$ cat src/design/crc_pkg.sv
// Shared types, constants and helper functions for the circle and ray intersection core.
// Used by every module in the design folder; depends on nothing.
package crc_pkg;

    // Angle format of the bearing inputs and the Q30 format used inside the rotator
    localparam int ANGLE_FRAC_BITS = 13;
    localparam int ANG_SHIFT       = 30 - ANGLE_FRAC_BITS;
    localparam int CORDIC_STEPS    = 30;
    localparam int SQRT_STEPS      = 31;

    localparam logic signed [35:0] PI_Q30      = 36'sd3373259426;
    localparam logic signed [35:0] HALF_PI_Q30 = 36'sd1686629713;
    localparam logic signed [35:0] TWO_PI_Q30  = 36'sd6746518852;
    localparam logic signed [32:0] CORDIC_GAIN = 33'sd652032874;

    localparam logic signed [33:0] ATAN_HEAD [10] = '{
        34'sd843314857, 34'sd497837830, 34'sd263043837, 34'sd133525159, 34'sd67021687,
        34'sd33543516,  34'sd16775850,  34'sd8388438,   34'sd4194283,   34'sd2097149
    };

    // Per-transaction data that rides along the whole pipeline
    typedef struct packed {
        logic signed [31:0] ox;
        logic signed [31:0] oy;
        logic [30:0]        r;
        logic [31:0]        ct;
        logic [31:0]        lt;
        logic signed [15:0] br;
        logic signed [15:0] mb;
    } t_side;

    // Sideband through the rotator cells
    typedef struct packed {
        t_side              side;
        logic signed [32:0] dx;
        logic signed [32:0] dy;
        logic               neg;
    } t_cside;

    // Sideband through the square root cells
    typedef struct packed {
        t_side              side;
        logic signed [32:0] co;
        logic signed [32:0] si;
        logic signed [36:0] p;
        logic               miss;
        logic               tang;
    } t_sq_side;

    // Both candidate points of one transaction, ordered, with keep flags
    typedef struct packed {
        logic signed [31:0] x0;
        logic signed [31:0] y0;
        logic signed [31:0] x1;
        logic signed [31:0] y1;
        logic               k0;
        logic               k1;
        logic signed [15:0] ang;
        logic [30:0]        r;
        logic [31:0]        ct;
        logic [31:0]        lt;
    } t_cand;

    // Rotation angle of one rotator step, Q30 radians
    function automatic logic signed [33:0] f_atan(input logic [4:0] step);
        logic signed [33:0] v;
        if (step < 5'd10) begin
            v = ATAN_HEAD[step[3:0]];
        end else begin
            v = 34'sd1 <<< (5'd30 - step);
        end
        return v;
    endfunction

    // Clamp a point coordinate to the signed 32-bit range
    function automatic logic signed [31:0] f_sat32(input logic signed [41:0] v);
        logic signed [31:0] s;
        if (v > 42'sd2147483647) begin
            s = 32'sh7FFFFFFF;
        end else if (v < -42'sd2147483648) begin
            s = 32'sh80000000;
        end else begin
            s = v[31:0];
        end
        return s;
    endfunction

endpackage

$ cat src/design/crc_cordic_cell.sv
// One rotation step of the sine and cosine rotator, registered.
// Depends on crc_pkg for the sideband type and the arctangent table.
module crc_cordic_cell (
    input  logic               i_clk,
    input  logic               i_rst_n,
    input  logic               i_adv,
    input  logic [4:0]         i_step,
    input  logic               i_valid,
    input  logic signed [32:0] i_x,
    input  logic signed [32:0] i_y,
    input  logic signed [33:0] i_a,
    input  crc_pkg::t_cside    i_cs,
    output logic               o_valid,
    output logic signed [32:0] o_x,
    output logic signed [32:0] o_y,
    output logic signed [33:0] o_a,
    output crc_pkg::t_cside    o_cs
);
    import crc_pkg::*;

    logic signed [32:0] x_sh, y_sh, n_x, n_y;
    logic signed [33:0] at, n_a;
    logic               r_valid;
    logic signed [32:0] r_x, r_y;
    logic signed [33:0] r_a;
    t_cside             r_cs;

    // Rotate towards zero residual angle
    always_comb begin
        x_sh = i_x >>> i_step;
        y_sh = i_y >>> i_step;
        at   = f_atan(i_step);
        if (!i_a[33]) begin
            n_x = i_x - y_sh;
            n_y = i_y + x_sh;
            n_a = i_a - at;
        end else begin
            n_x = i_x + y_sh;
            n_y = i_y - x_sh;
            n_a = i_a + at;
        end
    end

    // Advance the valid flag
    always_ff @(posedge i_clk) begin
        if (!i_rst_n) begin
            r_valid <= 1'b0;
        end else if (i_adv) begin
            r_valid <= i_valid;
        end
    end

    // Hand the payload to the next cell
    always_ff @(posedge i_clk) begin
        if (i_adv) begin
            r_x  <= n_x;
            r_y  <= n_y;
            r_a  <= n_a;
            r_cs <= i_cs;
        end
    end

    assign o_valid = r_valid;
    assign o_x     = r_x;
    assign o_y     = r_y;
    assign o_a     = r_a;
    assign o_cs    = r_cs;
endmodule

$ cat config.mk
export PLATFORM = sky130hd
export DESIGN_NAME = crc_cordic_cell
export DESIGN_NICKNAME = d
export VERILOG_FILES = /design/src/design/crc_pkg.sv /design/src/design/crc_cordic_cell.sv
export SDC_FILE = /design/constraint.sdc
export NUM_CORES = 1
export LEC_CHECK = 0
export BUFFER_PORTS_ARGS = -buffer_cell sky130_fd_sc_hd__buf_2
export CAP_MARGIN = 10
export CORE_AREA = 2 2 284 286
export DETAILED_ROUTE_END_ITERATION = 10
export DIE_AREA = 0 0 286 288
export HOLD_SLACK_MARGIN = 0.02
export PLACE_DENSITY = 0.58
export SYNTH_ARGS = -nofsm -noshare
export SYNTH_HDL_FRONTEND = slang
export SYNTH_SLANG_ARGS = --single-unit
$ cat constraint.sdc
create_clock -name i_clk -period 5.7 [get_ports i_clk]
set_input_delay 0.285 -clock i_clk [delete_from_list [all_inputs] [get_ports i_clk]]
set_output_delay 0.285 -clock i_clk [all_outputs]
set_load 0.01 [all_outputs]
==> results.toml, run 1 <==
[worst_setup_path]
crit_path_cell_trace = "buf_6 -> buf_4 -> buf_12 -> mux4_1 -> mux2i_1 -> o221ai_1 -> a211o_1 -> nor4_4 -> nand4_2 -> nor4_4 -> nor2_1 -> xnor2_1 -> ha_1 -> a21oi_1 -> o21ai_0 -> a211oi_1 -> o21ai_0 -> o21ai_0 -> buf_4 -> o211a_1 -> o221ai_1 -> a21oi_1 -> xnor2_1"
critPathMaxStageDelay_ps = 630
crit_slowest_cell = "mux4_1"
crit_required_ps = 6050
cp-start-kind = "primary input"
crit_family = "compound AO/OA/AOI/OAI gates"
crit_path_end_kind = "flip-flop"
crit_cells = 23
critPathKind = "in -> reg"
crit_arrival_ps = 5600
reg2regPathDepth = 3
critPathBufInv = 4
cp_max_fo = 46
r2r_slack_ps = 4500
path_common_cell = "o21ai_0"

[timing]
slew-limit-headroom_pct = 41.0
clock_skew_ps = 0
max_freq_ghz = 0.191
setup_viol = 0
fin_crit_sh_pct = 92.1
holdWs_ps = 92.0
drv_slew = 0
rsz0062_at_grt = "no"
hold_viol_final = 0
worst_slack_ps = 451
setup_tns_ps = 0
tightest_slew_ps = 881
fin_crit_ps = 5250

[yosys]
synth_largest_area_cell = "edfxtp_1"
synth_top_area_share_pct = 45.8
avgSynthCellArea_sq_um = 11.7
synthArstFlopShare_pct = 0
synth_edf_count = 358
netlist_instances = 2014
ys_ff_latch = 359
yosysWarnings = 0
netlist_top_cells_area = "edfxtp_1 (46%), ha_1 (5.8%), mux4_2 (5.4%)"
syn_area_sq_um = 23500
yosys_most_used_dff = "edfxtp_1"
syn-num-nets = 2493
synth.distinct_cells = 96
yosysSeqAreaShare_pct = 45.9

[hold_path]
hold_class = "in -> reg"
holdPathStages = 2

[die]
die_x_um = 286
start_util_pct = 29.5
die-area_sq_um = 82400
coreArea_sq_um = 79600
die_y_um = 288
io-pin-count = 726
rows = 104

[clock_tree]
cts_hold_buf = 261
cts_made_buffers = 43
cts_tree = "done"
cts_buffer_depth = 3
cts-root-buf = "clkbuf_16"
h-tree-depth = 2
clock-sinks = 359
cts_setup_buffers = 0
clk_latency_ps = 590
ctsResizeCount = 0
clk_pin_slew_ps = 70

[final_layout]
layout-drive-gt1-share_pct = 39.6
finalNetCount = 3860
most-common-layout-cells = "buf_2 (722), buf_4 (423), edfxtp_1 (358)"
syn2layout_area_growth_pct = 50.8
final_common_cell = "buf_2"

[global_route]
grt_max_degree = 112
grt_pass1_vias = 23100
gr-usage-all-layers_pct = 28.8
antenna_found_initial = 40
grt_pass1_wl_um = 169000
overflow = 0

[placement]
place_ws_ps = -151
port_buffers = 725
globalplace.congestion = 0.999
place_hpwl_um = 101000

[drt]
first_pass_iters = 6
drtAntennaViolNets = 0
drtIter0Drc = 2170
wirelength_um = 125000
drc = 0
vias_per_cell = 5.30
drt-wirelength-per-cell_um = 27.9
vias = 23800

[power]
vdd_drop_max_v = 0.000227
p_per_area_nw_per_um2 = 288
leakage_nw = 15.2
totalPowerFinal_mw = 10.2

[run_status]
status = "finished, final reports clean"

[job]
drv_cap = 0
[cell usage after synthesis, types with 28 or more instances]
library cell,instances
inv_1,52
ha_1,109
o21ai_0,89
xnor2_1,128
clkbuf_1,38
mux2_2,35
nor3_1,33
nand2_1,100
edfxtp_1,358
mux4_2,56
xor2_1,52
buf_2,32
a21oi_1,168
nand3_1,32
nand2b_1,28
mux2i_1,58
nor2_1,128
a31oi_1,45
a21o_1,34
[path summary, 6_finish.rpt]
check,startpoint,end
worst max-delay path,i_step[0],o_y[32]$_DFFE_PP_
worst min-delay path,i_a[1],o_a[1]$_DFFE_PP_
worst max register to register,o_valid$_SDFFE_PN0P_,o_valid$_SDFFE_PN0P_
worst min register to register,o_valid$_SDFFE_PN0P_,o_valid$_SDFFE_PN0P_
[stage by stage]
stage | utilization [%] | area [sq um] | std cells
after floorplan | - | 23500 | 2014
after global placement | 39.3 | 31300 | 4134
after detailed placement | 39.3 | 31300 | 4134
after CTS | 44.4 | 35400 | 4472
after global routing | 44.4 | 35400 | 4478
final | 44.4 | 35400 | 4482
[cell families (layout without fill, tap and decap cells)]
family	Yosys count	count (layout)	synth area share [%]
adder cells (fa/ha/maj)	112	112	6.07
other	0	9	0
XOR/XNOR	180	180	6.72
flip-flops	359	359	45.9
buffers and inverters	155	1554	3.38
multiplexers	168	168	11.7
AND/OR/NAND/NOR	459	459	10.0
AO/OA/AOI/OAI	581	581	16.3
[state kept, by name (all words and copies together) (netlist names)]
register / flops
o_valid: 1
o_x: 33
o_y: 33
o_cs: 258
o_a: 34
[report_power, final]
group,leakage [nW],switching [mW],internal [mW]
combinational,11.0,2.03,1.72
sequential,3.51,0.168,3.37
clock,0.691,1.22,1.67
total,15.2,3.42,6.77
[layout make-up]
type,count,area (sq um)
Timing Repair Buffer,1423,9720
Clock buffer,50,1100
Fill cell,7596,44300
Sequential cell,359,10800
Multi-Input combinational cell,1500,11900
Tap cell,1060,1330
Inverter,54,203
Antenna cell,9,22.5
Clock inverter,27,333
[per-layer routing]
layer / GRT usage (%) / wire, um
met1: 35.3 / 49000
met2: 45.4 / 55900
met3: 11.3 / 14300
met4: 11.4 / 5610
met5: 0 / 175
No activity file was read; power rests on OpenSTA's default activity.
==> run 2: changes to the inputs <==
--- a/config.mk
+++ b/config.mk
@@ -5,7 +5,7 @@
 export SDC_FILE = /design/constraint.sdc
 export NUM_CORES = 1
 export LEC_CHECK = 0
-export BUFFER_PORTS_ARGS = -buffer_cell sky130_fd_sc_hd__buf_2
+export BUFFER_PORTS_ARGS = -buffer_cell sky130_fd_sc_hd__clkbuf_2
 export CAP_MARGIN = 10
 export CORE_AREA = 2 2 284 286
 export DETAILED_ROUTE_END_ITERATION = 10
==> results.toml, run 2 (same netlist as run 1, synthesis figures left out) <==
[timing]
clock_skew_ps = 0
fin_crit_sh_pct = 92.9
worst_slack_ps = 406
fin_crit_ps = 5290
tightest_slew_ps = 1000
hold_viol_final = 0
max_freq_ghz = 0.189
setup_tns_ps = 0
holdWs_ps = 126
drv_slew = 0
slew-limit-headroom_pct = 32.7
rsz0062_at_grt = "no"
setup_viol = 0

[final_layout]
layout-drive-gt1-share_pct = 39.4
stdcell_count = 4472
finalNetCount = 3847
syn2layout_area_growth_pct = 50.1
most-common-layout-cells = "clkbuf_2 (721), buf_4 (410), edfxtp_1 (358)"
final_common_cell = "clkbuf_2"
largest_reg_flops = 258

[placement]
globalplace.congestion = 0.992
place_ws_ps = -120
dpl.cell_count = 4118
place_hpwl_um = 100000
port_buffers = 725

[worst_setup_path]
crit_path_end_kind = "flip-flop"
crit_arrival_ps = 5630
cp_max_fo = 21
critPathMaxStageDelay_ps = 430
cp-start-kind = "primary input"
r2r_slack_ps = 4450
crit_path_cell_trace = "buf_4 -> buf_4 -> ha_1 -> inv_1 -> ha_1 -> inv_1 -> nor2_1 -> buf_4 -> a32oi_1 -> nand3_1 -> nor2_1 -> a31oi_1 -> xor2_1 -> ha_1 -> o211a_1 -> a211oi_1 -> and4b_1 -> a311oi_1 -> a21oi_1 -> o21ai_0 -> buf_4 -> a211oi_1 -> o21ai_0 -> xnor2_1"
path_common_cell = "buf_4"
crit_slowest_cell = "a311oi_1"
reg2regPathDepth = 3
crit_required_ps = 6040
critPathBufInv = 6
regToRegStartpoint = "o_valid$_SDFFE_PN0P_"
critPathKind = "in -> reg"
r2r-end = "o_valid$_SDFFE_PN0P_"
crit_family = "compound AO/OA/AOI/OAI gates"

[clock_tree]
clock-sinks = 359
cts_tree = "done"
clk_latency_ps = 590
clk_pin_slew_ps = 60
cts_buffer_depth = 3
h-tree-depth = 2
cts-root-buf = "clkbuf_16"
cts_made_buffers = 46

[power]
p_per_area_nw_per_um2 = 286
totalPowerFinal_mw = 10.1
vdd_drop_max_v = 0.000184
leakage_nw = 15.3

[drt]
vias = 23600
drc = 0
drtAntennaViolNets = 0
drt-wirelength-per-cell_um = 27.6
drtIter0Drc = 2241
first_pass_iters = 5
vias_per_cell = 5.28
wirelength_um = 124000

[job]
drv_cap = 0

[die]
coreArea_sq_um = 79600
io-pin-count = 726
die-area_sq_um = 82400
rows = 104
die_x_um = 286
start_util_pct = 29.5
die_y_um = 288

[global_route]
gr-usage-all-layers_pct = 28.7
antenna_found_initial = 29
grt_pass1_wl_um = 170000
grt_pass1_vias = 22900
grt_max_degree = 148
overflow = 0

[hold_path]
hold_class = "in -> reg"
min_from = "i_x[1]"
hold-path-endpoint = "o_x[1]$_DFFE_PP_"
holdPathStages = 2

[run_status]
status = "finished, final reports clean"
[run 2: report_power, final]
| group | switching (mW) | internal [mW] |
|---|---|---|
| combinational | 2.00 | 1.70 |
| sequential | 0.183 | 3.38 |
| clock | 1.24 | 1.58 |
| total | 3.43 | 6.66 |
[run 2: worst max path at each step]
stage,slack [ps],from,cells after the start,endpoint
after floorplan,60,i_step[1],26,o_a[32]$_DFFE_PP_
after global routing,9,i_step[0],23,o_y[32]$_DFFE_PP_
after detailed placement,-120,i_step[0],22,o_y[31]$_DFFE_PP_
after global placement,-100,i_step[0],23,o_y[32]$_DFFE_PP_
final,410,i_step[1],24,o_a[33]$_DFFE_PP_
after CTS,490,i_step[1],24,o_a[33]$_DFFE_PP_
[run 2: per-stage QoR]
stage,util [%],cell area (sq um)
2_1_floorplan,-,23500
6_report,44.2,35200
3_5_place_dp,39.1,31100
3_3_place_gp,39.1,31100
4_1_cts,44.2,35200
5_1_grt,44.2,35200
[run 2: worst register-to-register path, cell delays in order (launching register included)]
cell and delay (ps):
dfxtp_1 390, mux2i_1 90, nor2b_1 160, dlygate4sd3_1 560
[run 2: layout make-up]
type / count / area, sq um
timing repair buffer: 1407 / 9570
multi-input combinational: 1500 / 11900
clock buffer: 54 / 1180
clock inverter: 26 / 231
tap: 1060 / 1330
sequential: 359 / 10800
inverter: 54 / 203
fill: 7672 / 44400
antenna: 12 / 30.0
[run 2: what timing repair did]
action / 4_1_cts / 5_1_grt
hold endpoints to repair: 261 / 0
setup endpoints to repair: 0 / 1
hold buffers: 262 / 0
setup buffers: 0 / 0
gates resized for setup: 0 / 1
[run 2: metal layers]
layer  routed length (um)  vias to the layer above  GRT usage, %  part of all wire, %
met2                55800                     1205          45.4                   45
met1                50700                    11600          37.1                   41
met5                  100                        -             0                0.081
met4                 4750                       16          10.0                  3.8
met3                12300                      213          8.98                  9.9
li1                     -                    10600             -                    -
