`config.mk`:
```
export PLATFORM = sky130hd
export DESIGN_NAME = crc_result
export DESIGN_NICKNAME = d
export VERILOG_FILES = /design/src/design/crc_pkg.sv /design/src/design/crc_result.sv
export SDC_FILE = /design/constraint.sdc
export NUM_CORES = 1
export LEC_CHECK = 0
export BUFFER_PORTS_ARGS = -buffer_cell sky130_fd_sc_hd__buf_2
export CAP_MARGIN = 0
export CELL_PAD_IN_SITES_DETAIL_PLACEMENT = 1
export CELL_PAD_IN_SITES_GLOBAL_PLACEMENT = 2
export CORE_ASPECT_RATIO = 0.9
export CORE_MARGIN = 5
export CORE_UTILIZATION = 28
export CTS_BUF_LIST = sky130_fd_sc_hd__clkbuf_4 sky130_fd_sc_hd__clkbuf_8
export CTS_CLUSTER_DIAMETER = 80
export DETAILED_ROUTE_END_ITERATION = 7
export PLACE_DENSITY = 0.79
export SYNTH_ARGS = -nofsm -noshare
export SYNTH_HDL_FRONTEND = slang
export SYNTH_SLANG_ARGS = --single-unit
```
`constraint.sdc`:
```
create_clock -name i_clk -period 5 [get_ports i_clk]
set_clock_uncertainty 0.15 [all_clocks]
set_input_delay 1 -clock i_clk [delete_from_list [all_inputs] [get_ports i_clk]]
set_output_delay 1 -clock i_clk [all_outputs]
set_load 0.05 [all_outputs]
```
`src/design/crc_pkg.sv`:
```
// Shared types, constants and helper functions for the circle and ray intersection core.
// Used by every module in the design folder; depends on nothing.
package crc_pkg;

    // Angle format of the bearing inputs and the Q30 format used inside the rotator
    localparam int ANGLE_FRAC_BITS = 13;
    localparam int ANG_SHIFT       = 30 - ANGLE_FRAC_BITS;
    localparam int CORDIC_STEPS    = 30;
    localparam int SQRT_STEPS      = 31;

    localparam logic signed [35:0] PI_Q30      = 36'sd3373259426;
    localparam logic signed [35:0] HALF_PI_Q30 = 36'sd1686629713;
    localparam logic signed [35:0] TWO_PI_Q30  = 36'sd6746518852;
    localparam logic signed [32:0] CORDIC_GAIN = 33'sd652032874;

    localparam logic signed [33:0] ATAN_HEAD [10] = '{
        34'sd843314857, 34'sd497837830, 34'sd263043837, 34'sd133525159, 34'sd67021687,
        34'sd33543516,  34'sd16775850,  34'sd8388438,   34'sd4194283,   34'sd2097149
    };

    // Per-transaction data that rides along the whole pipeline
    typedef struct packed {
        logic signed [31:0] ox;
        logic signed [31:0] oy;
        logic [30:0]        r;
        logic [31:0]        ct;
        logic [31:0]        lt;
        logic signed [15:0] br;
        logic signed [15:0] mb;
    } t_side;

    // Sideband through the rotator cells
    typedef struct packed {
        t_side              side;
        logic signed [32:0] dx;
        logic signed [32:0] dy;
        logic               neg;
    } t_cside;

    // Sideband through the square root cells
    typedef struct packed {
        t_side              side;
        logic signed [32:0] co;
        logic signed [32:0] si;
        logic signed [36:0] p;
        logic               miss;
        logic               tang;
    } t_sq_side;

    // Both candidate points of one transaction, ordered, with keep flags
    typedef struct packed {
        logic signed [31:0] x0;
        logic signed [31:0] y0;
        logic signed [31:0] x1;
        logic signed [31:0] y1;
        logic               k0;
        logic               k1;
        logic signed [15:0] ang;
        logic [30:0]        r;
        logic [31:0]        ct;
        logic [31:0]        lt;
    } t_cand;

    // Rotation angle of one rotator step, Q30 radians
    function automatic logic signed [33:0] f_atan(input logic [4:0] step);
        logic signed [33:0] v;
        if (step < 5'd10) begin
            v = ATAN_HEAD[step[3:0]];
        end else begin
            v = 34'sd1 <<< (5'd30 - step);
        end
        return v;
    endfunction

    // Clamp a point coordinate to the signed 32-bit range
    function automatic logic signed [31:0] f_sat32(input logic signed [41:0] v);
        logic signed [31:0] s;
        if (v > 42'sd2147483647) begin
            s = 32'sh7FFFFFFF;
        end else if (v < -42'sd2147483648) begin
            s = 32'sh80000000;
        end else begin
            s = v[31:0];
        end
        return s;
    endfunction

endpackage

```
`src/design/crc_result.sv`:
```
// Output stage: turns one transaction's candidates into one or two results.
// Depends on crc_pkg for the candidate type.
module crc_result (
    input  logic               i_clk,
    input  logic               i_rst_n,
    input  logic               i_valid,
    input  crc_pkg::t_cand     i_cand,
    input  logic               i_stall,
    output logic               o_ready,
    output logic               o_valid,
    output logic signed [31:0] o_point_x,
    output logic signed [31:0] o_point_y,
    output logic [30:0]        o_radius_out,
    output logic signed [15:0] o_angle_out,
    output logic [31:0]        o_time_of_circle,
    output logic [31:0]        o_time_of_line,
    output logic               o_found,
    output logic               o_last_point
);
    import crc_pkg::*;

    logic               r_valid, r_pend, r_found, r_last;
    logic signed [31:0] r_px, r_py, r_x1, r_y1;
    logic signed [15:0] r_ang;
    logic [30:0]        r_r;
    logic [31:0]        r_ct, r_lt;
    logic               load;

    // Take a new transaction when empty or when the last result leaves
    assign o_ready = !r_valid || (!i_stall && !r_pend);
    assign load    = i_valid && o_ready;

    // Control: valid and pending second result
    always_ff @(posedge i_clk) begin
        if (!i_rst_n) begin
            r_valid <= 1'b0;
            r_pend  <= 1'b0;
        end else if (load) begin
            r_valid <= 1'b1;
            r_pend  <= i_cand.k0 && i_cand.k1;
        end else if (r_valid && !i_stall) begin
            r_valid <= r_pend;
            r_pend  <= 1'b0;
        end
    end

    // Payload: first result on load, second one after the first is taken
    always_ff @(posedge i_clk) begin
        if (load) begin
            r_r  <= i_cand.r;
            r_ct <= i_cand.ct;
            r_lt <= i_cand.lt;
            r_x1 <= i_cand.x1;
            r_y1 <= i_cand.y1;
            if (i_cand.k0) begin
                r_px    <= i_cand.x0;
                r_py    <= i_cand.y0;
                r_ang   <= i_cand.ang;
                r_found <= 1'b1;
                r_last  <= !i_cand.k1;
            end else if (i_cand.k1) begin
                r_px    <= i_cand.x1;
                r_py    <= i_cand.y1;
                r_ang   <= i_cand.ang;
                r_found <= 1'b1;
                r_last  <= 1'b1;
            end else begin
                r_px    <= '0;
                r_py    <= '0;
                r_ang   <= '0;
                r_found <= 1'b0;
                r_last  <= 1'b1;
            end
        end else if (r_valid && !i_stall && r_pend) begin
            r_px   <= r_x1;
            r_py   <= r_y1;
            r_last <= 1'b1;
        end
    end

    assign o_valid          = r_valid;
    assign o_point_x        = r_px;
    assign o_point_y        = r_py;
    assign o_radius_out     = r_r;
    assign o_angle_out      = r_ang;
    assign o_time_of_circle = r_ct;
    assign o_time_of_line   = r_lt;
    assign o_found          = r_found;
    assign o_last_point     = r_last;
endmodule

```
==> impl_metrics.env, run 1 <==
export IMPL_port_buffers=423
export IMPL_place_ws_ns=1.907
export IMPL_setup_viol=0
export IMPL_finalMaxSlewViolations=0
export IMPL_htree_levels=2
export IMPL_powerDensity_nw_per_um2=402.5
export IMPL_slew_headroom_pct=30.42
export IMPL_worst_r2r_cell_count=3
export IMPL_min_period_ns=3.084
export IMPL_cts_buffer_depth=3
export IMPL_drive_gt1_share_pct=54.19
export IMPL_grt_pass1_vias=6931
export IMPL_yosysSeqAreaShare_pct=81.16
export IMPL_yosysUniqueCellTypes=22
export IMPL_die_w_um=198.6
export IMPL_hp_start="r_y1[29]"
export IMPL_finalSetupTns_ns=0
export IMPL_critPathRequiredTime_ns=3.85
export IMPL_netSwitchingFraction_pct=28.97
export IMPL_postCtsResizedCells=0
export IMPL_leakage_uw=0.004907
export IMPL_cts_sinks=243
export IMPL_r2r_end="o_point_y[6]"
export IMPL_wl_per_cell_um=21.23
export IMPL_seqPwrFrac_pct=49.5
export IMPL_p_int_uw=3521
export IMPL_reg2reg_slack_ns=2.68
export IMPL_top_level_ports=424
export IMPL_start_kind="input pin"
export IMPL_final_area_um2=12310
export IMPL_yosysWarnings=0
export IMPL_startpoint="i_stall"
export IMPL_min_period_over_period_pct=61.68
export IMPL_drt_antenna_violating_nets=0
export IMPL_postLayoutCoreUtil_pct=38.81
export IMPL_placementRows=62
export IMPL_antenna_found_initial=4
export IMPL_ys_ff_latch=243
export IMPL_placed_cell_area_um2=11550
export IMPL_synthesis_instances=502
export IMPL_max_clock_freq_mhz=324.3
export IMPL_path_clk_slew_ns=0.06
export IMPL_drt_iter0_markers=270
export IMPL_die_area_um2=35710
export IMPL_combPwrFrac_pct=16.3
export IMPL_tightest_slew_ns=1.040
export IMPL_clockRootBuffer="clkbuf_8"
export IMPL_num_vias=6397
export IMPL_cts_tree="done"
export IMPL_ys_flop_type="edfxtp_1"
export IMPL_status="finished clean"
export IMPL_p_sw_uw=1436
export IMPL_final_hold_viol_count=0
export IMPL_hold_class="register to register"
export IMPL_final_common_cell="buf_2"
export IMPL_maxCapViolCount=0
export IMPL_area_growth_pct=37.34
export IMPL_worstPathArrival_ns=1.93
export IMPL_numCtsBuffers=43
export IMPL_whs_endpoint="o_point_y[29]"
export IMPL_final_cell_count_no_fill=1386
export IMPL_hpwl_mm=21.15
export IMPL_synthesis_area_um2=8966
export IMPL_syn_num_nets=747
export IMPL_grt_overflow=0
export IMPL_grt_pass1_wl_mm=43.15
export IMPL_synth_area_per_cell_um2=17.86
export IMPL_start_util_pct=28.26
export IMPL_die_y_um=179.8
export IMPL_gp_congestion=0.7663
export IMPL_rsz0062_at_grt="false"
export IMPL_end_kind="primary output"
export IMPL_post_cts_buffers=0
export IMPL_synth_edf_count=241
export IMPL_insertion_delay_ns=0.54
export IMPL_hold_buffers=0
export IMPL_vdd_drop_max_mv=0.2534
export IMPL_layout_common_cells="buf_2 (423), edfxtp_1 (241), a21oi_1 (99), a22oi_1 (64), clkbuf_8 (43)"
export IMPL_async_flop_share_pct=0
export IMPL_vias_per_cell=4.615
export IMPL_grt_usage_pct=15.70
export IMPL_clock_power_share_pct=34.2
export IMPL_r2r_start="o_valid"
export IMPL_worst_slack_ns=1.916
export IMPL_hold_depth=2
export IMPL_route_detailed_drc=0
export IMPL_crit_fanout=23
export IMPL_drtPass1Iterations=4
export IMPL_grt_max_degree=78
export IMPL_routed_wl_mm=29.43
export IMPL_nets=1189
export IMPL_path_class="input pin to primary output"
export IMPL_core_area_um2=31730
export IMPL_place_inst=1315
-- layer usage --
metal	vias up	track usage (%)	part of all wire [%]
met4	2	5.498	2.5
li1	2891	-	-
met3	54	4.212	8.0
met5	-	0	0.068
met1	3180	19.70	40
met2	270	26.18	50
-- critical path, stage by stage --
cell and delay, ns:
buf_2 0.14, o21ai_4 0.14, buf_4 0.30, buf_2 0.34
-- area by class of cell --
cell class / count / area (um2)
antenna: 3 / 7.507
multi-input combinational: 220 / 1510
timing repair buffer: 434 / 2237
sequential: 243 / 7277
tap: 416 / 520.5
fill: 3444 / 19410
clock buffer: 51 / 651.9
inverter: 2 / 7.507
clock inverter: 17 / 102.6
-- flip-flops by register name, summed over array words and instances (netlist names), 16 cells and up --
name,flops
o_time_of_line,32
o_radius_out,31
r_y1,32
o_time_of_circle,32
o_angle_out,16
o_point_x,32
r_x1,32
o_point_y,32
-- stage by stage --
| stage | total power [uW] | hold WS, ns |
|---|---|---|
| CTS | 5043 | 0.4086 |
| floorplan | 3035 | 0.3668 |
| global route | 5187 | 0.4260 |
| global placement | 3293 | 0.3900 |
| detailed placement | 3313 | 0.4003 |
| finish | 4957 | 0.4119 |
-- synth_stat cells (2+ instances only) --
master	count	area, um2
edfxtp_1	241	7237
a21oi_1	100	500.5
a22oi_1	64	480.5
buf_2	22	110.1
a21oi_2	20	175.2
nor2b_1	17	106.4
a21oi_4	10	162.7
clkbuf_1	10	37.54
buf_6	3	33.78
dfxtp_1	2	40.04
inv_1	2	7.510
-- logic make-up (layout without fill, tap and decap cells) --
logic type	Yosys count	count (layout)	share of synthesized area [%]
flops	243	243	81.16
other cells	0	3	0
compound gates	198	198	15.06
simple gates	22	22	1.465
buf+inv	39	504	2.317
-- worst max-delay path by stage --
stage,end,slack [ns]
finish,o_ready,1.92
global route,o_ready,1.88
CTS,o_ready,1.91
detailed placement,o_ready,1.91
global placement,o_ready,1.93
floorplan,o_last_point,0.83
-- power groups by stage --
stage	Combinational, uW	Clock (uW)	Sequential, uW
2_1_floorplan	182	0	2850
3_3_place_gp	806	0	2490
3_5_place_dp	819	0	2490
5_1_grt	856	1870	2460
4_1_cts	821	1770	2450
6_report	810	1700	2450
Note: power is estimated with default switching activity, not from simulation.
==> run 2: changes to the inputs <==
==> constraint.sdc (replaced) <==
create_clock -name i_clk -period 2.54 [get_ports i_clk]
set_clock_uncertainty 0.15 [all_clocks]
set_input_delay 0.508 -clock i_clk [delete_from_list [all_inputs] [get_ports i_clk]]
set_output_delay 0.508 -clock i_clk [all_outputs]
set_load 0.05 [all_outputs]
==> impl_metrics.env, run 2 (synthesis gave the netlist of run 1 again) <==
export IMPL_hold_ws_ns=0.06603
export IMPL_wl_per_cell_um=21.13
export IMPL_filler_cell_count=3354
export IMPL_hold_class="input pin to register"
export IMPL_top_level_ports=424
export IMPL_final_hold_viol_count=0
export IMPL_hpwl_mm=21.17
export IMPL_grt_pass1_vias=8008
export IMPL_seqPwrFrac_pct=46.6
export IMPL_powerDensity_nw_per_um2=733.3
export IMPL_vdd_drop_max_mv=0.4104
export IMPL_max_clock_freq_mhz=484.8
export IMPL_r2r_start="r_pend"
export IMPL_layout_common_cells="buf_2 (423), edfxtp_1 (241), dlygate4sd3_1 (157), a21oi_1 (99), a22oi_1 (64)"
export IMPL_clockRootBuffer="clkbuf_8"
export IMPL_p_sw_uw=2985
export IMPL_hold_depth=1
export IMPL_grt_max_degree=65
export IMPL_postCtsResizedCells=0
export IMPL_die_y_um=179.8
export IMPL_insertion_delay_ns=0.54
export IMPL_netSwitchingFraction_pct=28.79
export IMPL_finalSetupTns_ns=0
export IMPL_cts_buffer_depth=3
export IMPL_p_int_uw=7383
export IMPL_start_kind="register"
export IMPL_path_class="register to primary output"
export IMPL_cts_tree="done"
export IMPL_num_vias=7109
export IMPL_grt_overflow=0
export IMPL_status="finished clean"
export IMPL_multiInputGateArea_um2=1510
export IMPL_die_w_um=198.6
export IMPL_place_ws_ns=0.4517
export IMPL_nets=1356
export IMPL_numCtsBuffers=43
export IMPL_slew_headroom_pct=67.36
export IMPL_worst_slack_ns=0.4771
export IMPL_die_area_um2=35710
export IMPL_drt_iter0_markers=325
export IMPL_whs_endpoint="o_time_of_line[24]"
export IMPL_gp_congestion=0.7771
export IMPL_end_kind="primary output"
export IMPL_drive_gt1_share_pct=47.68
export IMPL_critPathRequiredTime_ns=1.88
export IMPL_cts_sinks=243
export IMPL_min_period_over_period_pct=81.22
export IMPL_leakage_uw=0.005689
export IMPL_hp_start="i_cand[24]"
export IMPL_final_common_cell="buf_2"
export IMPL_worstPathArrival_ns=1.40
export IMPL_crit_fanout=4
export IMPL_reg2reg_slack_ns=0.78
export IMPL_rsz0062_at_grt="false"
export IMPL_route_detailed_drc=0
export IMPL_final_seq_area_um2=7278
export IMPL_hold_buffers=156
export IMPL_finalMaxSlewViolations=0
export IMPL_drtPass1Iterations=4
export IMPL_port_buffers=423
export IMPL_maxCapViolCount=0
export IMPL_drt_antenna_violating_nets=0
export IMPL_htree_levels=2
export IMPL_combPwrFrac_pct=17.8
export IMPL_placementRows=62
export IMPL_start_util_pct=28.26
export IMPL_area_growth_pct=57.69
export IMPL_tightest_slew_ns=0.4896
export IMPL_setup_viol=0
export IMPL_routed_wl_mm=33.02
export IMPL_post_cts_buffers=0
export IMPL_antenna_found_initial=4
export IMPL_r2r_end="o_time_of_line[21]"
export IMPL_min_period_ns=2.063
export IMPL_core_area_um2=31730
export IMPL_worst_r2r_cell_count=3
export IMPL_vias_per_cell=4.548
export IMPL_clock_power_share_pct=35.6
export IMPL_path_clk_slew_ns=0.06
export IMPL_grt_pass1_wl_mm=48.49
export IMPL_grt_usage_pct=17.66
## run 2: cell count changes in the layout (fill, tap and decap cells not counted)
cell and change:
dlygate4sd3_1 +157, dfxtp_1 -1, clkinvlp_4 +1, buf_12 +6, diode_2 +1, bufinv_16 +1, dfxtp_2 +1, clkinv_1 -1
clkbuf_8 +1, inv_6 -1, buf_4 +4, clkbuf_4 +8
## run 2: worst max path at each step
stage	startpoint	end	slack, ns	cells past startpoint
after floorplan	i_valid	o_last_point	0.04	4
after global placement	i_stall	o_point_x[5]	0.50	6
after detailed placement	i_stall	o_point_x[15]	0.45	6
after CTS	r_pend	o_ready	0.40	2
after global routing	r_pend	o_ready	0.38	2
final	r_pend	o_ready	0.48	2
## run 2: power groups by stage
stage	combinational [uW]	sequential, uW	clock (uW)
after global routing	1940	4850	4030
after CTS	1840	4830	3780
after global placement	1620	4900	0
final	1850	4830	3690
after floorplan	363	5600	0
after detailed placement	1650	4900	0
## run 2: final cells by class
class / instances / area share [%]
diodes: 4 / 0.07080
flip-flops and latches: 243 / 51.48
well taps: 416 / 3.681
repair buffers: 601 / 28.00
clock buffers: 60 / 5.133
multi-input cells: 220 / 10.68
clock inverters: 17 / 0.9026
inverters: 2 / 0.05310
## run 2: layer usage
| metal | vias up | track usage [%] | routed length (um) |
|---|---|---|---|
| li1 | 3241 | - | - |
| met1 | 3523 | 21.23 | 12900 |
| met2 | 281 | 30.58 | 16870 |
| met3 | 64 | 4.624 | 2268 |
| met4 | 0 | 6.182 | 983 |
| met5 | - | 0 | 0 |
## run 2: metrics by stage
step	total power [uW]	utilization (%)	instance area (um2)	cells
2_1_floorplan	5967	-	8995	502
3_3_place_gp	6515	36.89	11700	1325
3_5_place_dp	6550	36.89	11700	1325
4_1_cts	10450	44.50	14120	1558
5_1_grt	10820	44.56	14140	1563
6_report	10370	44.56	14140	1563
## run 2: critical path, cell delays in order, from the launching register on
cell and delay, ns:
dfxtp_1 0.35, o21ai_4 0.20, buf_2 0.32
