`src/design/crc_pkg.sv`:
```
// Shared types, constants and helper functions for the circle and ray intersection core.
// Used by every module in the design folder; depends on nothing.
package crc_pkg;

    // Angle format of the bearing inputs and the Q30 format used inside the rotator
    localparam int ANGLE_FRAC_BITS = 13;
    localparam int ANG_SHIFT       = 30 - ANGLE_FRAC_BITS;
    localparam int CORDIC_STEPS    = 30;
    localparam int SQRT_STEPS      = 31;

    localparam logic signed [35:0] PI_Q30      = 36'sd3373259426;
    localparam logic signed [35:0] HALF_PI_Q30 = 36'sd1686629713;
    localparam logic signed [35:0] TWO_PI_Q30  = 36'sd6746518852;
    localparam logic signed [32:0] CORDIC_GAIN = 33'sd652032874;

    localparam logic signed [33:0] ATAN_HEAD [10] = '{
        34'sd843314857, 34'sd497837830, 34'sd263043837, 34'sd133525159, 34'sd67021687,
        34'sd33543516,  34'sd16775850,  34'sd8388438,   34'sd4194283,   34'sd2097149
    };

    // Per-transaction data that rides along the whole pipeline
    typedef struct packed {
        logic signed [31:0] ox;
        logic signed [31:0] oy;
        logic [30:0]        r;
        logic [31:0]        ct;
        logic [31:0]        lt;
        logic signed [15:0] br;
        logic signed [15:0] mb;
    } t_side;

    // Sideband through the rotator cells
    typedef struct packed {
        t_side              side;
        logic signed [32:0] dx;
        logic signed [32:0] dy;
        logic               neg;
    } t_cside;

    // Sideband through the square root cells
    typedef struct packed {
        t_side              side;
        logic signed [32:0] co;
        logic signed [32:0] si;
        logic signed [36:0] p;
        logic               miss;
        logic               tang;
    } t_sq_side;

    // Both candidate points of one transaction, ordered, with keep flags
    typedef struct packed {
        logic signed [31:0] x0;
        logic signed [31:0] y0;
        logic signed [31:0] x1;
        logic signed [31:0] y1;
        logic               k0;
        logic               k1;
        logic signed [15:0] ang;
        logic [30:0]        r;
        logic [31:0]        ct;
        logic [31:0]        lt;
    } t_cand;

    // Rotation angle of one rotator step, Q30 radians
    function automatic logic signed [33:0] f_atan(input logic [4:0] step);
        logic signed [33:0] v;
        if (step < 5'd10) begin
            v = ATAN_HEAD[step[3:0]];
        end else begin
            v = 34'sd1 <<< (5'd30 - step);
        end
        return v;
    endfunction

    // Clamp a point coordinate to the signed 32-bit range
    function automatic logic signed [31:0] f_sat32(input logic signed [41:0] v);
        logic signed [31:0] s;
        if (v > 42'sd2147483647) begin
            s = 32'sh7FFFFFFF;
        end else if (v < -42'sd2147483648) begin
            s = 32'sh80000000;
        end else begin
            s = v[31:0];
        end
        return s;
    endfunction

endpackage

```
`src/design/crc_sqrt_cell.sv`:
```
// One digit step of the floor square root, registered.
// Depends on crc_pkg for the sideband type.
module crc_sqrt_cell (
    input  logic               i_clk,
    input  logic               i_rst_n,
    input  logic               i_adv,
    input  logic [4:0]         i_step,
    input  logic               i_valid,
    input  logic [62:0]        i_v,
    input  logic [62:0]        i_res,
    input  crc_pkg::t_sq_side  i_sq,
    output logic               o_valid,
    output logic [62:0]        o_v,
    output logic [62:0]        o_res,
    output crc_pkg::t_sq_side  o_sq
);
    import crc_pkg::*;

    logic [62:0] bitv, trial, n_v, n_res;
    logic        r_valid;
    logic [62:0] r_v, r_res;
    t_sq_side    r_sq;

    // Try the next root bit and keep it when the remainder allows
    always_comb begin
        bitv  = 63'd1 << {5'd30 - i_step, 1'b0};
        trial = i_res + bitv;
        if (i_v >= trial) begin
            n_v   = i_v - trial;
            n_res = (i_res >> 1) + bitv;
        end else begin
            n_v   = i_v;
            n_res = i_res >> 1;
        end
    end

    // Advance the valid flag
    always_ff @(posedge i_clk) begin
        if (!i_rst_n) begin
            r_valid <= 1'b0;
        end else if (i_adv) begin
            r_valid <= i_valid;
        end
    end

    // Hand the payload to the next cell
    always_ff @(posedge i_clk) begin
        if (i_adv) begin
            r_v   <= n_v;
            r_res <= n_res;
            r_sq  <= i_sq;
        end
    end

    assign o_valid = r_valid;
    assign o_v     = r_v;
    assign o_res   = r_res;
    assign o_sq    = r_sq;
endmodule

```
`config.mk`:
```
export PLATFORM = sky130hd
export DESIGN_NAME = crc_sqrt_cell
export DESIGN_NICKNAME = d
export VERILOG_FILES = /design/src/design/crc_pkg.sv /design/src/design/crc_sqrt_cell.sv
export SDC_FILE = /design/constraint.sdc
export NUM_CORES = 1
export LEC_CHECK = 0
export ABC_CLOCK_PERIOD_IN_PS = 6700
export BUFFER_PORTS_ARGS = -buffer_cell sky130_fd_sc_hd__buf_4
export CAP_MARGIN = 25
export CORE_AREA = 8 8 328 330
export DETAILED_ROUTE_END_ITERATION = 7
export DIE_AREA = 0 0 336 338
export PLACE_DENSITY = 0.49
export SYNTH_ARGS = -nofsm -noshare
export SYNTH_HDL_FRONTEND = slang
export SYNTH_SLANG_ARGS = --single-unit
```
`constraint.sdc`:
```
create_clock -name i_clk -period 6.7 [get_ports i_clk]
set_input_delay 1.005 -clock i_clk [delete_from_list [all_inputs] [get_ports i_clk]]
set_output_delay 1.005 -clock i_clk [all_outputs]
set_load 0.005 [all_outputs]
```
==> metrics.md, run 1 <==
| Metric | Value |
|---|---|
| Initial antenna violation count | `28` |
| Final Power | `8.32 mW` |
| Crit Path Class | `in2reg` |
| Fillers | `10.4k` |
| Combinational power share | `0.251` |
| CP endpoint | `o_res[30]` |
| Final worst-path cycle share | `0.972` |
| Via density | `4.52` |
| Syn_nets | `2484` |
| Slew HR | `0.366` |
| CTS H-tree depth | `2` |
| Final setup TNS | `0 ns` |
| DRC Markers | `0` |
| Initial Util | `0.218` |
| Leakage power | `14.9 nW` |
| Num rows | `118` |
| CTS clock-pin slew for the worst setup and hold paths | `0.06 ns` |
| GRT Util Overall | `0.202` |
| Global-route wire length before repair | `163 mm` |
| Max_cap viols | `0` |
| Met2 usage | `0.379` |
| Critical Path Sink Type | `flop` |
| Worst-Margin Slew | `0.951 ns` |
| Non-filler instance count after layout | `4565` |
| Avg WL per Cell | `26.7 um` |
| Final Worst Setup Slack | `0.188 ns` |
| GR Overflow Total | `0` |
| DP Area | `33200 um^2` |
| Routed via count | `20.7k` |
| Outcome | `finished, final reports clean` |
| Place WS | `-1.00 ns` |
| Flop pwr share | `0.399` |
| CTS Sinks | `423` |
| Synth Instances | `1927` |
| Commonest cells after routing, fill and taps aside | `buf_4 (1216), edfxtp_1 (422), nand2_1 (189)` |
| Largest net degree at the start of global routing | `126` |
| Crit path max fanout | `10` |
| Internal Power | `5.93 mW` |
| Routability cong. | `0.903` |
| Hold WC Path Type | `reg2reg` |
| Critical Path AT | `6.89 ns` |
| Post-Syn Area | `22400 um^2` |
| Commonest non-fill, non-tap cell in the layout | `buf_4` |
| CP max stage cell | `or4_4` |
| Crit path launch | `i_step[0]` |
| Post-route cell area | `35200 um^2` |
| Placeable Area | `103000 um^2` |
| Part of the power in the clock network | `0.350` |
| R2R setup slack | `6.09 ns` |
| Post-synthesis sequential area ratio | `0.567` |
| Slowest stage delay, CP | `0.45 ns` |
| DP HPWL | `103 mm` |
| Skew-Pair Late Insertion Delay | `0.62 ns` |
| Die Height | `338 um` |
| Most Used Layer, Global Route | `met2` |
| Die W | `336 um` |
| Grt met1 use | `0.227` |
| Sw frac | `0.288` |
| Net Switching | `2.39 mW` |
| Register Area | `12700 um^2` |
| Fmax | `154 MHz` |
| Worst r2r src | `o_valid` |
| TritonCTS clock tree | `done` |
| TritonRoute pass-1 iters | `5` |
| Synthesis Warnings | `0` |
| Synthesized flop and latch total | `423` |
| FF-to-FF path depth | `2` |
| RSZ-0062 raised after global routing | `no` |
| Post-Route WL | `122 mm` |
| Fin Clk Skew | `0 ns` |
| Final Hold Vio Count | `0` |
| Root buffer cell | `clkbuf_16` |
| Post-DRT Antenna Nets | `0` |
| Fin crit period | `6.51 ns` |
| CP startpoint kind | `input port` |
| Clock buffer depth | `3` |
| Library cells used by synthesis | `89` |
| # IOs | `854` |
| Vias in the first global route | `20.6k` |
| M3 GR Usage | `0.0547` |
| R2r endpoint | `o_valid` |
| Placed cell count | `4455` |
| Post-synth EDFFs | `422` |
| Share of cells above drive strength 1 | `0.438` |
| Pins Over Slew Limit | `0` |
| Starting DRT DRC Count | `1368` |
| Die ar. | `114000 um^2` |
| Critical path data required time | `7.08 ns` |
| # setup viols final | `0` |
| I/O Buffers | `853` |
| Hold buffer count at cts | `0` |
| Asr flop ratio synth | `0` |
| Footprint of the multi-input gates | `9530 um^2` |
| Nets | `3695` |
| Clock buffer count from CTS | `53` |
| Power Density | `236 nW/um^2` |
| VDD IR max | `0.173 mV` |
| Area grow syn2layout | `57.2%` |
| Avg Cell Area, Syn | `11.6 um^2` |
| Predominant post-synthesis flop cell | `edfxtp_1` |
==> power groups by stage <==
stage	clock (mW)	combinational (mW)	sequential, mW
floorplan	0	0.667	3.37
global placement	0	2.08	3.37
detailed placement	0	2.07	3.37
CTS	3.01	2.09	3.32
global route	3.09	2.23	3.34
finish	2.91	2.08	3.32
==> critical path: cells and delay by family <==
family / cells / cell delay (ns)
AOI/OAI and AO/OA: 6 / 1.14
xor gates and xnor gates: 2 / 0.32
and+or+nand+nor: 12 / 2.76
buffers and inverters: 6 / 0.82
adders and majority gates: 3 / 0.81
==> repair_timing <==
| item | 4_1_cts | 5_1_grt |
|---|---|---|
| endpoints found under the setup margin | 27 | 126 |
| setup buffers | 0 | 7 |
| cloned | 0 | 1 |
| pin swaps | 0 | 12 |
| resized for setup | 3 | 37 |
==> kinds of logic (layout without fill, tap and decap cells) <==
kind of cell / Yosys count / in the layout / synth area share
compound gates: 538 / 538 / 0.154
xor+xnor: 183 / 183 / 0.0719
fa+ha+maj: 131 / 131 / 0.0730
buf+inv: 104 / 1356 / 0.0191
flops: 423 / 423 / 0.567
mux: 5 / 5 / 0.00291
other cells: 0 / 6 / 0
simple gates: 543 / 543 / 0.112
==> cell type report <==
cell class	instances	area share
sequential	423	0.360
multi-input combinational	1400	0.271
timing repair buffer	1232	0.268
tap	1380	0.0490
clock buffer	70	0.0401
clock inverter	26	0.00856
inverter	28	0.00299
antenna	6	0.000426
==> state kept, by name, summed over array words and instances (netlist names) <==
register and count:
o_v 63, o_sq 296, o_valid 1, o_res 63
==> metal layers <==
metal | up-vias | routed length, um
met5 | - | 178
met4 | 28 | 2750
met3 | 126 | 7970
met2 | 693 | 64400
met1 | 10100 | 46600
li1 | 9756 | -
==> through the flow <==
step                hold WS (ns)  utilization
floorplan                  0.507            -
global placement           0.517        0.324
detailed placement         0.532        0.324
CTS                        0.478        0.340
global route               0.492        0.343
finish                     0.540        0.343
==> synthesized netlist by cell type (5+ instances only) <==
master | instances | area share
a21o_1 | 47 | 0.016
and2_1 | 14 | 0.0039
a21oi_1 | 152 | 0.034
o31a_1 | 5 | 0.0020
nand2_1 | 189 | 0.032
nand4_1 | 31 | 0.0087
nor2_1 | 149 | 0.025
o21a_1 | 8 | 0.0027
or3_1 | 12 | 0.0034
a211oi_1 | 7 | 0.0023
a31o_2 | 17 | 0.0066
and4_1 | 5 | 0.0020
nand2b_1 | 9 | 0.0025
o21ai_1 | 5 | 0.0011
a21boi_0 | 5 | 0.0017
clkbuf_1 | 53 | 0.0089
buf_2 | 20 | 0.0045
nor2b_1 | 22 | 0.0061
a221oi_1 | 5 | 0.0020
nand3_1 | 30 | 0.0067
o31ai_1 | 7 | 0.0023
nor4_1 | 9 | 0.0025
nor3_1 | 36 | 0.0080
a31oi_1 | 63 | 0.018
o21bai_1 | 35 | 0.012
ha_1 | 125 | 0.070
inv_1 | 28 | 0.0047
o211ai_1 | 7 | 0.0023
maj3_1 | 5 | 0.0022
and3_1 | 16 | 0.0045
edfxtp_1 | 422 | 0.57
xnor2_1 | 87 | 0.034
or2_2 | 5 | 0.0014
o21ai_0 | 114 | 0.025
xor2_1 | 95 | 0.037
==> worst min-delay path by stage <==
| stage | start | to | slack [ns] | cells after the start |
|---|---|---|---|---|
| 5_1_grt | i_sq[112] | o_sq[112] | 0.49 | 1 |
| 2_1_floorplan | o_valid | o_valid | 0.51 | 2 |
| 3_5_place_dp | o_valid | o_valid | 0.53 | 2 |
| 4_1_cts | i_sq[48] | o_sq[48] | 0.48 | 1 |
| 6_report | o_valid | o_valid | 0.54 | 2 |
| 3_3_place_gp | o_valid | o_valid | 0.52 | 2 |
No activity file was read; power rests on OpenSTA's default activity.
==> inputs of run 2 (changes only) <==
--- a/config.mk
+++ b/config.mk
@@ -5,12 +5,13 @@
 export SDC_FILE = /design/constraint.sdc
 export NUM_CORES = 1
 export LEC_CHECK = 0
-export ABC_CLOCK_PERIOD_IN_PS = 6700
+export ABC_CLOCK_PERIOD_IN_PS = 5200
 export BUFFER_PORTS_ARGS = -buffer_cell sky130_fd_sc_hd__buf_4
 export CAP_MARGIN = 25
 export CORE_AREA = 8 8 328 330
 export DETAILED_ROUTE_END_ITERATION = 7
 export DIE_AREA = 0 0 336 338
+export HOLD_SLACK_MARGIN = 0.1
 export PLACE_DENSITY = 0.49
 export SYNTH_ARGS = -nofsm -noshare
 export SYNTH_HDL_FRONTEND = slang
==> constraint.sdc (replaced) <==
create_clock -name i_clk -period 5.2 [get_ports i_clk]
set_input_delay 0.78 -clock i_clk [delete_from_list [all_inputs] [get_ports i_clk]]
set_output_delay 0.78 -clock i_clk [all_outputs]
set_load 0.005 [all_outputs]
==> run 2 against run 1 <==
Compared with the run above:
- the flow now finishes with violations (setup timing)
- die area unchanged
- global-route usage rose by 1.0 points
- sequential power up 29%
- hold slack got worse by 0.23 ns
- wire length up 5.4%
- final area is 10% higher
- highest routed layer unchanged
==> metrics.md, run 2 (synthesis gave the netlist of run 1 again) <==
| Metric | Value |
|---|---|
| Outcome | `finished, violations left` |
| Failing checks | `setup timing` |
| Die ar. | `114000 um^2 (unchanged)` |
| Global-route wire length before repair | `171 mm (+4.6%)` |
| Slew HR | `0.312 (-0.0533)` |
| Critical Path Sink Type | `flop` |
| Register Area | `12700 um^2 (unchanged)` |
| Fin crit period | `5.88 ns` |
| Avg WL per Cell | `26.7 um (about the same)` |
| DP HPWL | `105 mm (+2.2%)` |
| Final Worst Setup Slack | `-0.683 ns (-0.871 ns)` |
| Fin Clk Skew | `0 ns (unchanged)` |
| Worst-Margin Slew | `1.03 ns (+0.0799 ns)` |
| Root buffer cell | `clkbuf_16` |
| Internal Power | `8.05 mW (+36%)` |
| Critical path data required time | `5.58 ns (-1.50 ns)` |
| GR Overflow Total | `0 (unchanged)` |
| Initial Util | `0.218 (unchanged)` |
| Final Hold Vio Count | `0 (unchanged)` |
| Crit path max fanout | `5 (-5)` |
| Share of cells above drive strength 1 | `0.532 (+0.0946)` |
| Sw frac | `0.295 (+0.00787)` |
| CTS clock-pin slew for the worst setup and hold paths | `0.07 ns (about the same)` |
| Max reg flops | `296 (unchanged)` |
| Fmax | `170 MHz` |
| Commonest cells after routing, fill and taps aside | `buf_4 (1410), edfxtp_1 (422), nand2_1 (164)` |
| Placeable Area | `103000 um^2 (unchanged)` |
| Commonest non-fill, non-tap cell in the layout | `buf_4` |
| Part of the power in the clock network | `0.338 (-0.012)` |
| Skew-Pair Late Insertion Delay | `0.63 ns (about the same)` |
| Num rows | `118 (unchanged)` |
| Post-Route WL | `128 mm (+5.4%)` |
| Pins Over Slew Limit | `0 (unchanged)` |
| TritonRoute pass-1 iters | `5 (unchanged)` |
| Via density | `4.54 (+0.41%)` |
| Post-route cell area | `38700 um^2 (+10%)` |
| Footprint of the multi-input gates | `10700 um^2 (+12%)` |
| Nets | `3939 (+6.6%)` |
| Clock buffer depth | `3 (unchanged)` |
| Critical Path AT | `6.27 ns (-0.62 ns)` |
| Post-DRT Antenna Nets | `0 (unchanged)` |
| VDD IR max | `0.206 mV (+19%)` |
| Initial antenna violation count | `35 (+25%)` |
| Final Core Density | `0.377 (+0.0343)` |
| CP startpoint kind | `input port` |
| Hold buffer count at cts | `0 (unchanged)` |
| Routability cong. | `0.888 (-1.6%)` |
| GRT Util Overall | `0.212 (+0.0101)` |
| Worst hold slack | `0.311 ns (-0.230 ns)` |
| I/O Buffers | `853 (unchanged)` |
| # setup viols final | `126 (+126)` |
| DRC Markers | `0 (unchanged)` |
| Largest net degree at the start of global routing | `115 (-8.7%)` |
| CTS Sinks | `423 (unchanged)` |
| Clock buffer count from CTS | `55 (+3.8%)` |
| Non-filler instance count after layout | `4811 (+5.4%)` |
| Routed via count | `21.9k (+5.8%)` |
| # IOs | `854 (unchanged)` |
| Placed cell count | `4625 (+3.8%)` |
| Die Height | `338 um (unchanged)` |
| Vias in the first global route | `21.9k (+6.5%)` |
| Net Switching | `3.38 mW (+41%)` |
| Final worst-path cycle share | `1.13` |
| Crit Path Class | `in2reg` |
| Area grow syn2layout | `72.9%` |
| Final setup TNS | `-71.19 ns (-71.19 ns)` |
| TritonCTS clock tree | `done` |
| Final Power | `11.4 mW (+37%)` |
| Hold WC Path Type | `in2reg` |
| Place WS | `-1.73 ns (-0.731 ns)` |
| Die W | `336 um (unchanged)` |
| Flop pwr share | `0.376 (-0.023)` |
| Combinational power share | `0.286 (+0.035)` |
| Starting DRT DRC Count | `1544 (+13%)` |
| Max_cap viols | `0 (unchanged)` |
| Fillers | `10.2k (-2.2%)` |
| CTS H-tree depth | `2 (unchanged)` |
| Leakage power | `16.6 nW (+11%)` |
| DP Area | `34700 um^2 (+4.6%)` |
| RSZ-0062 raised after global routing | `yes` |
| Power Density | `295 nW/um^2 (+25%)` |
==> run 2: changes by cell type in the layout (fill, tap and decap cells not counted), moves of 19 or more <==
cell,before,now
nand2_1,189,164
nor2_1,146,123
a21oi_1,151,114
o21ai_0,107,58
o21ai_1,12,31
buf_4,1216,1410
a21oi_2,1,33
o21ai_2,3,30
==> run 2: worst max-delay path: stages <==
cell and delay [ns]:
buf_6 0.09, and2_4 0.16, ha_4 0.24, or2_4 0.28
buf_8 0.15, nor3_4 0.22, ha_4 0.17, nand4_1 0.12
or3_1 0.31, or4_4 0.45, o41ai_2 0.21, a31o_2 0.23
a31o_1 0.21, a31oi_2 0.11, buf_4 0.14, nor2b_1 0.12
xnor2_1 0.08, ha_1 0.32, and3_4 0.21, nand4_1 0.11
nor2_2 0.19, a41oi_2 0.16, and3b_2 0.26, a21oi_4 0.21
buf_4 0.15, buf_4 0.09, buf_6 0.12, mux2_2 0.33
==> run 2: worst paths after layout <==
| path | startpoint | end | slack (ns) | cells past startpoint |
|---|---|---|---|---|
| worst max-delay path | i_step[1] | o_v[56] | -0.68 | 28 |
| worst min-delay path | i_sq[0] | o_sq[0] | 0.31 | 1 |
| worst max register to register | o_valid | o_valid | 4.57 | 2 |
| worst min register to register | o_valid | o_valid | 0.57 | 2 |
==> run 2: cell type report <==
type,instances,share of cell area
sequential,423,0.328
timing repair buffer,1474,0.303
multi-input combinational,1400,0.275
tap,1380,0.0446
clock buffer,69,0.0374
clock inverter,28,0.00837
inverter,28,0.00271
antenna,9,0.000582
==> run 2: per-layer routing <==
metal	wire, um	vias up	track usage	part of all wire
li1	-	10200	-	-
met5	202	-	0	0.0016
met4	4560	32	0.0698	0.035
met2	66400	700	0.387	0.52
met1	48600	10700	0.239	0.38
met3	8730	179	0.0569	0.068
==> run 2: repair_timing <==
item                                    CTS  global route
gates cloned                              8             6
endpoints found under the setup margin  126           126
pin swaps                                78            48
gates resized for setup                 176           137
setup buffers                            45            28
==> run 2: power groups by stage <==
stage	clock network [mW]	registers [mW]	logic (mW)
2_1_floorplan	0	4.35	0.924
3_3_place_gp	0	4.36	2.83
6_report	3.87	4.29	3.27
5_1_grt	4.10	4.32	3.47
4_1_cts	4.00	4.29	3.13
3_5_place_dp	0	4.35	2.83
==> inputs of run 3 (changes only) <==
--- a/config.mk
+++ b/config.mk
@@ -6,7 +6,7 @@
 export NUM_CORES = 1
 export LEC_CHECK = 0
 export ABC_CLOCK_PERIOD_IN_PS = 5200
-export BUFFER_PORTS_ARGS = -buffer_cell sky130_fd_sc_hd__buf_4
+export BUFFER_PORTS_ARGS = -buffer_cell sky130_fd_sc_hd__buf_2
 export CAP_MARGIN = 25
 export CORE_AREA = 8 8 328 330
 export DETAILED_ROUTE_END_ITERATION = 7
==> run 3 against run 2 <==
Compared with the run above:
- the run still ends with setup timing left
- global-route usage fell by 0.44 points
- clock skew unchanged
- count of clock-buffer cells in the layout is 9 lower
- largest power group unchanged
- highest routed layer unchanged
==> metrics.md, run 3 (synthesis gave the netlist of run 1 again) <==
| Metric | Value |
|---|---|
| Outcome | `finished, violations left` |
| Failing checks | `setup timing` |
| Placeable Area | `103000 um^2 (unchanged)` |
| Top Layer Used | `met5` |
| Die Height | `338 um (unchanged)` |
| Worst r2r src | `o_valid` |
| # IOs | `854 (unchanged)` |
| CTS Sinks | `423 (unchanged)` |
| Nets | `3911 (-0.71%)` |
| Root buffer cell | `clkbuf_16` |
| Num rows | `118 (unchanged)` |
| R2r endpoint | `o_valid` |
| I/O Buffers | `853 (unchanged)` |
| Routability cong. | `0.898 (+1.1%)` |
| Place WS | `-1.86 ns (-0.124 ns)` |
| Worst-Margin Slew | `0.871 ns (-0.161 ns)` |
| GR Overflow Total | `0 (unchanged)` |
| Post-route cell area | `36900 um^2 (-4.8%)` |
| Area grow syn2layout | `64.6%` |
| Routed via count | `22.0k (+0.48%)` |
| Crit path max fanout | `7 (+2)` |
| Slowest stage delay, CP | `0.44 ns (about the same)` |
| Global-route wire length before repair | `167 mm (-2.1%)` |
| Pins Over Slew Limit | `0 (unchanged)` |
| Register Area | `12700 um^2 (unchanged)` |
| Vias in the first global route | `21.7k (-0.85%)` |
| Final Worst Setup Slack | `-0.689 ns (-0.00612 ns)` |
| Footprint of the multi-input gates | `11000 um^2 (+3.2%)` |
| Final Core Density | `0.359 (-0.0181)` |
| VDD IR max | `0.246 mV (+20%)` |
| Fin crit period | `5.89 ns (+0.00612 ns)` |
| Initial Util | `0.218 (unchanged)` |
| Non-filler instance count after layout | `4794 (-0.35%)` |
| TritonCTS clock tree | `done` |
| Hold buffer count at cts | `0 (unchanged)` |
| Fin Clk Skew | `0 ns (unchanged)` |
| Final Hold Vio Count | `0 (unchanged)` |
| Leakage power | `15.7 nW (-5.1%)` |
| Fmax | `170 MHz (-0.10%)` |
| Fillers | `10.3k (+1.2%)` |
| Die ar. | `114000 um^2 (unchanged)` |
| GRT Util Overall | `0.208 (-0.00437)` |
| Final worst-path cycle share | `1.13 (+0.00118)` |
| Die W | `336 um (unchanged)` |
| Commonest non-fill, non-tap cell in the layout | `buf_2` |
| Skew-Pair Late Insertion Delay | `0.63 ns (about the same)` |
| Critical Path Sink Type | `flop` |
| Post-DRT Antenna Nets | `0 (unchanged)` |
| Crit Path Class | `in2reg` |
| Via density | `4.58 (+0.83%)` |
| RSZ-0062 raised after global routing | `yes` |
| Placed cell count | `4605 (-0.43%)` |
| Starting DRT DRC Count | `1362 (-12%)` |
| Critical Path AT | `6.25 ns (-0.02 ns)` |
| Share of cells above drive strength 1 | `0.547 (+0.0148)` |
| R2R setup slack | `4.58 ns (about the same)` |
| Commonest cells after routing, fill and taps aside | `buf_2 (850), buf_4 (530), edfxtp_1 (422)` |
| Worst hold slack | `0.320 ns (+0.00980 ns)` |
| DP HPWL | `104 mm (-1.0%)` |
| CP max stage cell | `or4_4` |
| Initial antenna violation count | `68 (+94%)` |
| Max_cap viols | `0 (unchanged)` |
| Clock buffer count from CTS | `53 (-3.6%)` |
| Met2 wire len | `65.6 mm (-1.1%)` |
| Worst Min Path Start | `i_sq[168]` |
| WHS Endpoint | `o_sq[168]` |
| # setup viols final | `126 (unchanged)` |
| Post-Route WL | `127 mm (-0.92%)` |
| Clock buffer depth | `3 (unchanged)` |
| Met3 WL | `8.91 mm (+2.1%)` |
| Max reg flops | `296 (unchanged)` |
| Largest net degree at the start of global routing | `103 (-10%)` |
| Avg WL per Cell | `26.6 um (-0.57%)` |
| Routed metal-1 wirelength | `47.0 mm (-3.4%)` |
| DRC Markers | `0 (unchanged)` |
| Critical path data required time | `5.56 ns (-0.02 ns)` |
| DP Area | `32400 um^2 (-6.6%)` |
| CTS H-tree depth | `2 (unchanged)` |
| Power Density | `306 nW/um^2 (+3.5%)` |
| TritonRoute pass-1 iters | `5 (unchanged)` |
| Hold WC Path Type | `in2reg` |
| CTS clock-pin slew for the worst setup and hold paths | `0.06 ns (about the same)` |
| CP startpoint kind | `input port` |
| Hold Path Depth | `1 (unchanged)` |
| Slew HR | `0.420 (+0.107)` |
| Crit-path most repeated cell | `buf_4` |
| FF-to-FF path depth | `2 (unchanged)` |
## run 3: changes by cell type in the layout (fill, tap and decap cells not counted), sizes merged
cell | previous run | this run
clkinv | 16 | 21
bufinv | 5 | 8
clkbuf | 75 | 70
inv | 29 | 31
diode | 9 | 17
buf | 1468 | 1438
## run 3: report_power, final
| group | internal [mW] | switching, mW |
|---|---|---|
| clock | 2.28 | 1.61 |
| combinational | 1.44 | 1.63 |
| sequential | 4.15 | 0.142 |
## run 3: final cells by class
| class | count | area share |
|---|---|---|
| Sequential cell | 423 | 0.344 |
| Multi-Input combinational cell | 1400 | 0.298 |
| Timing Repair Buffer | 1448 | 0.257 |
| Tap cell | 1380 | 0.0468 |
| Clock buffer | 60 | 0.0367 |
| Clock inverter | 38 | 0.0126 |
| Inverter | 28 | 0.00285 |
| Antenna cell | 17 | 0.00115 |
## run 3: per-layer routing
layer  up-vias  track usage
met5         -            0
met4        36       0.0731
met3       220       0.0512
met2       833        0.382
met1     10700        0.233
li1      10200            -
## run 3: what timing repair did
item / in CTS / in global routing
setup endpoints to repair: 126 / 126
gates resized for setup: 177 / 241
buffers inserted: 34 / 24
cloned: 8 / 13
pin swaps: 73 / 64
## run 3: worst max path at each step
stage / depth (start not counted) / to / slack [ns] / startpoint
4_1_cts: 30 / o_v[56] / -0.62 / i_step[0]
5_1_grt: 30 / o_v[56] / -0.82 / i_step[0]
6_report: 31 / o_v[16] / -0.69 / i_step[0]
3_3_place_gp: 30 / o_v[56] / -1.78 / i_step[1]
2_1_floorplan: 30 / o_res[53] / -0.99 / i_step[0]
3_5_place_dp: 30 / o_v[56] / -1.86 / i_step[1]
## run 3: metrics by stage
stage	power (mW)	TNS (ns)
finish	11.3	-73.21
detailed placement	6.88	-184.69
CTS	11.1	-63.96
floorplan	5.27	-109.74
global route	11.7	-91.81
global placement	6.89	-180.02
## run 3: worst max-delay path: cells and delay by family
family	cells	cell delay, ns
and+or+nand+nor	11	2.05
AOI/OAI and AO/OA	8	1.29
buffers and inverters	8	1.07
adders and majority gates	3	0.89
xor gates and xnor gates	1	0.14
